==> src/design/brf_pkg.sv <==
// ----------------------------------------------------------------------------
// brf_pkg
// Shared types, widths and codes for the byte ring FIFO with peek and skip.
// ----------------------------------------------------------------------------
package brf_pkg;

   // default store depth in bytes
   localparam int DEPTH_DEFAULT = 4096;

   // field widths
   localparam int ACT_W  = 3;
   localparam int BYTE_W = 8;
   localparam int CNT_W  = 13;

   // action codes
   localparam logic [ACT_W-1:0] ACT_PUSH    = 3'd0;
   localparam logic [ACT_W-1:0] ACT_POP     = 3'd1;
   localparam logic [ACT_W-1:0] ACT_PEEK    = 3'd2;
   localparam logic [ACT_W-1:0] ACT_SKIP    = 3'd3;
   localparam logic [ACT_W-1:0] ACT_SKIP_TO = 3'd4;
   localparam logic [ACT_W-1:0] ACT_CLEAR   = 3'd5;

   // register port
   localparam int CSR_ADDR_W = 3;
   localparam int CSR_DATA_W = 32;
   localparam logic REG_RING_SIZE = 1'b0;
   localparam logic [CNT_W-1:0] RING_SIZE_RESET = 13'd4096;

endpackage

==> src/design/brf_mod.sv <==
// ----------------------------------------------------------------------------
// brf_mod
// Bit-serial restoring remainder unit: dividend mod divisor, one bit a cycle.
// ----------------------------------------------------------------------------
module brf_mod import brf_pkg::*; #(
   parameter int W = CNT_W
) (
   input  logic         clock,
   input  logic         reset,
   input  logic         start,
   input  logic [W-1:0] dividend,
   input  logic [W-1:0] divisor,
   output logic         done,
   output logic [W-1:0] remainder
);

   localparam int STEP_W = $clog2(W + 1);

   logic              busy_ff, busy_in;
   logic              done_ff, done_in;
   logic [STEP_W-1:0] step_ff, step_in;
   logic [W-1:0]      rem_ff, rem_in;
   logic [W-1:0]      dvd_ff, dvd_in;
   logic [W-1:0]      dsr_ff, dsr_in;
   logic [W:0]        trial;

   // one restoring step
   always_comb begin
      trial = {rem_ff, dvd_ff[W-1]};
      busy_in = busy_ff;
      done_in = 1'b0;
      step_in = step_ff;
      rem_in  = rem_ff;
      dvd_in  = dvd_ff;
      dsr_in  = dsr_ff;
      if (start) begin
         busy_in = 1'b1;
         step_in = STEP_W'(W);
         rem_in  = '0;
         dvd_in  = dividend;
         dsr_in  = divisor;
      end else if (busy_ff) begin
         if (trial >= {1'b0, dsr_ff}) begin
            rem_in = W'(trial - {1'b0, dsr_ff});
         end else begin
            rem_in = trial[W-1:0];
         end
         dvd_in  = {dvd_ff[W-2:0], 1'b0};
         step_in = step_ff - 1'b1;
         if (step_ff == STEP_W'(1)) begin
            busy_in = 1'b0;
            done_in = 1'b1;
         end
      end
   end

   // control
   always_ff @(posedge clock) begin
      if (reset) begin
         busy_ff <= 1'b0;
         done_ff <= 1'b0;
         step_ff <= '0;
      end else begin
         busy_ff <= busy_in;
         done_ff <= done_in;
         step_ff <= step_in;
      end
   end

   // datapath
   always_ff @(posedge clock) begin
      rem_ff <= rem_in;
      dvd_ff <= dvd_in;
      dsr_ff <= dsr_in;
   end

   assign done      = done_ff;
   assign remainder = rem_ff;

endmodule

==> config.mk <==
export PLATFORM = sky130hd
export DESIGN_NAME = brf_mod
export DESIGN_NICKNAME = d
export VERILOG_FILES = /design/src/design/brf_pkg.sv /design/src/design/brf_mod.sv
export SDC_FILE = /design/constraint.sdc
export NUM_CORES = 1
export LEC_CHECK = 0
export BUFFER_PORTS_ARGS = -buffer_cell sky130_fd_sc_hd__buf_2
export CORE_ASPECT_RATIO = 0.5
export CORE_MARGIN = 2
export CORE_UTILIZATION = 52
export CTS_BUF_LIST = sky130_fd_sc_hd__clkbuf_4 sky130_fd_sc_hd__clkbuf_8
export DETAILED_ROUTE_END_ITERATION = 7
export MAX_ROUTING_LAYER = met4
export PLACE_DENSITY = 0.73
export SKIP_LAST_GASP = 1
export SLEW_MARGIN = 20
export SYNTH_ARGS = -nofsm -noshare
export SYNTH_HDL_FRONTEND = slang
export SYNTH_SLANG_ARGS = --single-unit
==> constraint.sdc <==
create_clock -name clock -period 4.1 [get_ports clock]
set_input_delay 0.205 -clock clock [delete_from_list [all_inputs] [get_ports clock]]
set_output_delay 0.205 -clock clock [all_outputs]
set_load 0.02 [all_outputs]
==> impl_metrics.tcl <==
set metrics [dict create \
    status "complete, no violations" \
    avgSynthCellArea_sq_um 10.4 \
    rows 17 \
    h-tree-depth 2 \
    cts_root_buffer "clkbuf_8" \
    yosys_warnings 0 \
    drtIter0Drc 105 \
    p_leak_nw 1.29 \
    maxSlewHeadroom_pct 34.8 \
    postPlaceCellArea_sq_um 2800 \
    clock.fmax_mhz 353 \
    layout_common_cells "42 x buf_2, 26 x nor2_1, 26 x edfxtp_1, 22 x inv_1, 19 x dfxtp_1" \
    worst-setup-path-type "flip-flop to flip-flop" \
    syn_area_sq_um 2540 \
    skew_ns 0.00579 \
    final_cells 351 \
    clock_path_buffers 2 \
    place_worst_setup_slack_ns 1.35 \
    track_usage_pct 19.3 \
    vias 1889 \
    gp_congestion 0.806 \
    placed_cells 343 \
    drc 0 \
    syn_to_final_growth_pct 14.6 \
    power_density_nw_per_um2 413 \
    first_global_vias 1758 \
    final-setup-viol-count 0 \
    drive_gt1_share_pct 27.0 \
    hold_buffers 0 \
    syn-instance-count 244 \
    clk_pin_slew_worst_paths_ns 0.09 \
    grt_pass1_wl_um 7850 \
    portBuffers 42 \
    fp.dieW_um 103 \
    worst_setup_path_start_kind "flip-flop" \
    cts_sinks 45 \
    maxSlewViolCount 0 \
    wl_per_cell_um 13.6 \
    finalCritPeriodShare_pct 69.1 \
    required_ns 4.29 \
    worstHoldPathType "input port to flip-flop" \
    synth-seq-cells 45 \
    dp_hpwl_um 3400 \
    initial_core_util_pct 55.9 \
    async_reset_ff_share_pct 0 \
    nets 329 \
    finalSetupTns_ns 0 \
    synth.net_count 289 \
    synth_edf_count 26 \
    grt_antenna_before_repair 0 \
    critPathMaxFanout 19 \
    io_pins 43 \
    cts_setup_buffers 0 \
    dieArea_sq_um 5500 \
    arrival_ns 3.03 \
    synth.distinct_cells 50 \
    wl_um 4790 \
    endpoint_kind "flip-flop" \
    tritoncts "yes" \
    ir_worst_vdd_mv 0.204 \
    core_area_sq_um 4550 \
    stdcell_area_sq_um 2910 \
    fin_ws_ns 1.27 \
    layout_commonest_cell "buf_2" \
    chipHeight_um 53.4 \
    tightest_slew_ns 0.978 \
    grt_max_degree 52 \
    clock_latency_ns 0.30 \
    hold_viol 0 \
    synth_seq_area_share_pct 45.7 \
    post_cts_resized 0 \
    diodes 0 \
    ys.flop_type "edfxtp_1" \
    postRouteAntennaNets 0 \
    overflow 0 \
    vias_per_cell 5.38 \
    max_cap_viol_count 0 \
    dr.pass1.iters 4 \
    fin_util_pct 64.0 \
    period_needed_ns 2.83 \
    rsz0062_at_grt "false" \
    numCtsBuffers 5 \
]
==> metal layers <==
metal,share of wire (%),global-route usage [%]
met1,49,25.1
met2,45,30.5
met3,5.6,5.15
met4,0.35,4.39
met5,0,-
==> logic make-up after synthesis <==
family	count (synthesis)	synth area share, %
flip-flops	45	45.7
AND/OR/NAND/NOR	74	16.3
adder cells (fa/ha/maj)	16	8.17
buffers and inverters	32	5.07
multiplexers	19	8.07
XOR/XNOR	11	3.79
AO/OA/AOI/OAI	47	12.9
==> flip-flops by register name, indices dropped and copies added (netlist names) <==
register   flops
remainder     13
busy_ff        1
dsr_ff        13
step_ff        4
done           1
dvd_ff        13
==> path summary, 6_finish.rpt <==
kind / depth (start not counted) / to / slack [ns] / start
max: 9 / remainder[0] / 1.27 / dvd_ff[12]
min: 1 / dsr_ff[12] / 0.07 / divisor[12]
max reg2reg: 9 / remainder[0] / 1.27 / dvd_ff[12]
min reg2reg: 2 / remainder[1] / 0.51 / remainder[1]
==> cells in the mapped netlist (2+ instances only) <==
cell type  count  area [sq um]
edfxtp_1      26           781
nor2_1        26          97.6
inv_1         22          82.6
dfxtp_1       19           380
ha_1          15           188
a21oi_1       14          70.1
nand2_1       13          48.8
mux2_2        12           135
clkbuf_1       8          30.0
mux2i_1        7          70.1
xnor2_1        7          61.3
a211oi_1       6          45.0
nand2b_1       5          31.3
o21ai_0        5          25.0
nor4_1         4          25.0
xor2_1         4          35.0
a31o_2         3          26.3
nor3b_1        3          22.5
a21o_1         2          15.0
a221oi_1       2          17.5
a311oi_1       2          17.5
a31oi_1        2          12.5
and2_1         2          12.5
and2b_2        2          17.5
and3_4         2          22.5
and4b_1        2          20.0
nand3_1        2          10.0
nor3_1         2          10.0
nor4b_1        2          17.5
o221ai_1       2          17.5
o31ai_1        2          15.0
==> cell type report <==
type | instances | area [sq um]
well taps | 66 | 82.6
clock buffers | 5 | 68.8
clock inverters | 3 | 47.5
inverters | 22 | 82.6
flip-flops and latches | 45 | 1160
multi-input cells | 167 | 1250
repair buffers | 43 | 218
fillers | 394 | 1640
==> through the flow <==
step,power (W),hold WS (ns)
after floorplan,0.000790,0.277
after global placement,0.000852,0.381
after detailed placement,0.000862,0.383
after CTS,0.00121,0.0638
after global routing,0.00127,0.0591
final,0.00120,0.0726
==> power by group <==
group / internal (W) / total, W / switching (W)
combinational: 0.000135 / 0.000304 / 0.000169
clock: 0.000186 / 0.000349 / 0.000163
sequential: 0.000523 / 0.000550 / 0.0000274
==> critical path, cell delays in order (launching register included) <==
cell and delay (ns):
edfxtp_1 0.36, inv_1 0.05, ha_1 0.22, fa_1 0.42
and2b_1 0.27, o2111ai_1 0.16, a21oi_1 0.32, nor3_4 0.19
or4b_2 0.64, o311ai_0 0.11
Note: power is estimated with default switching activity, not from simulation.
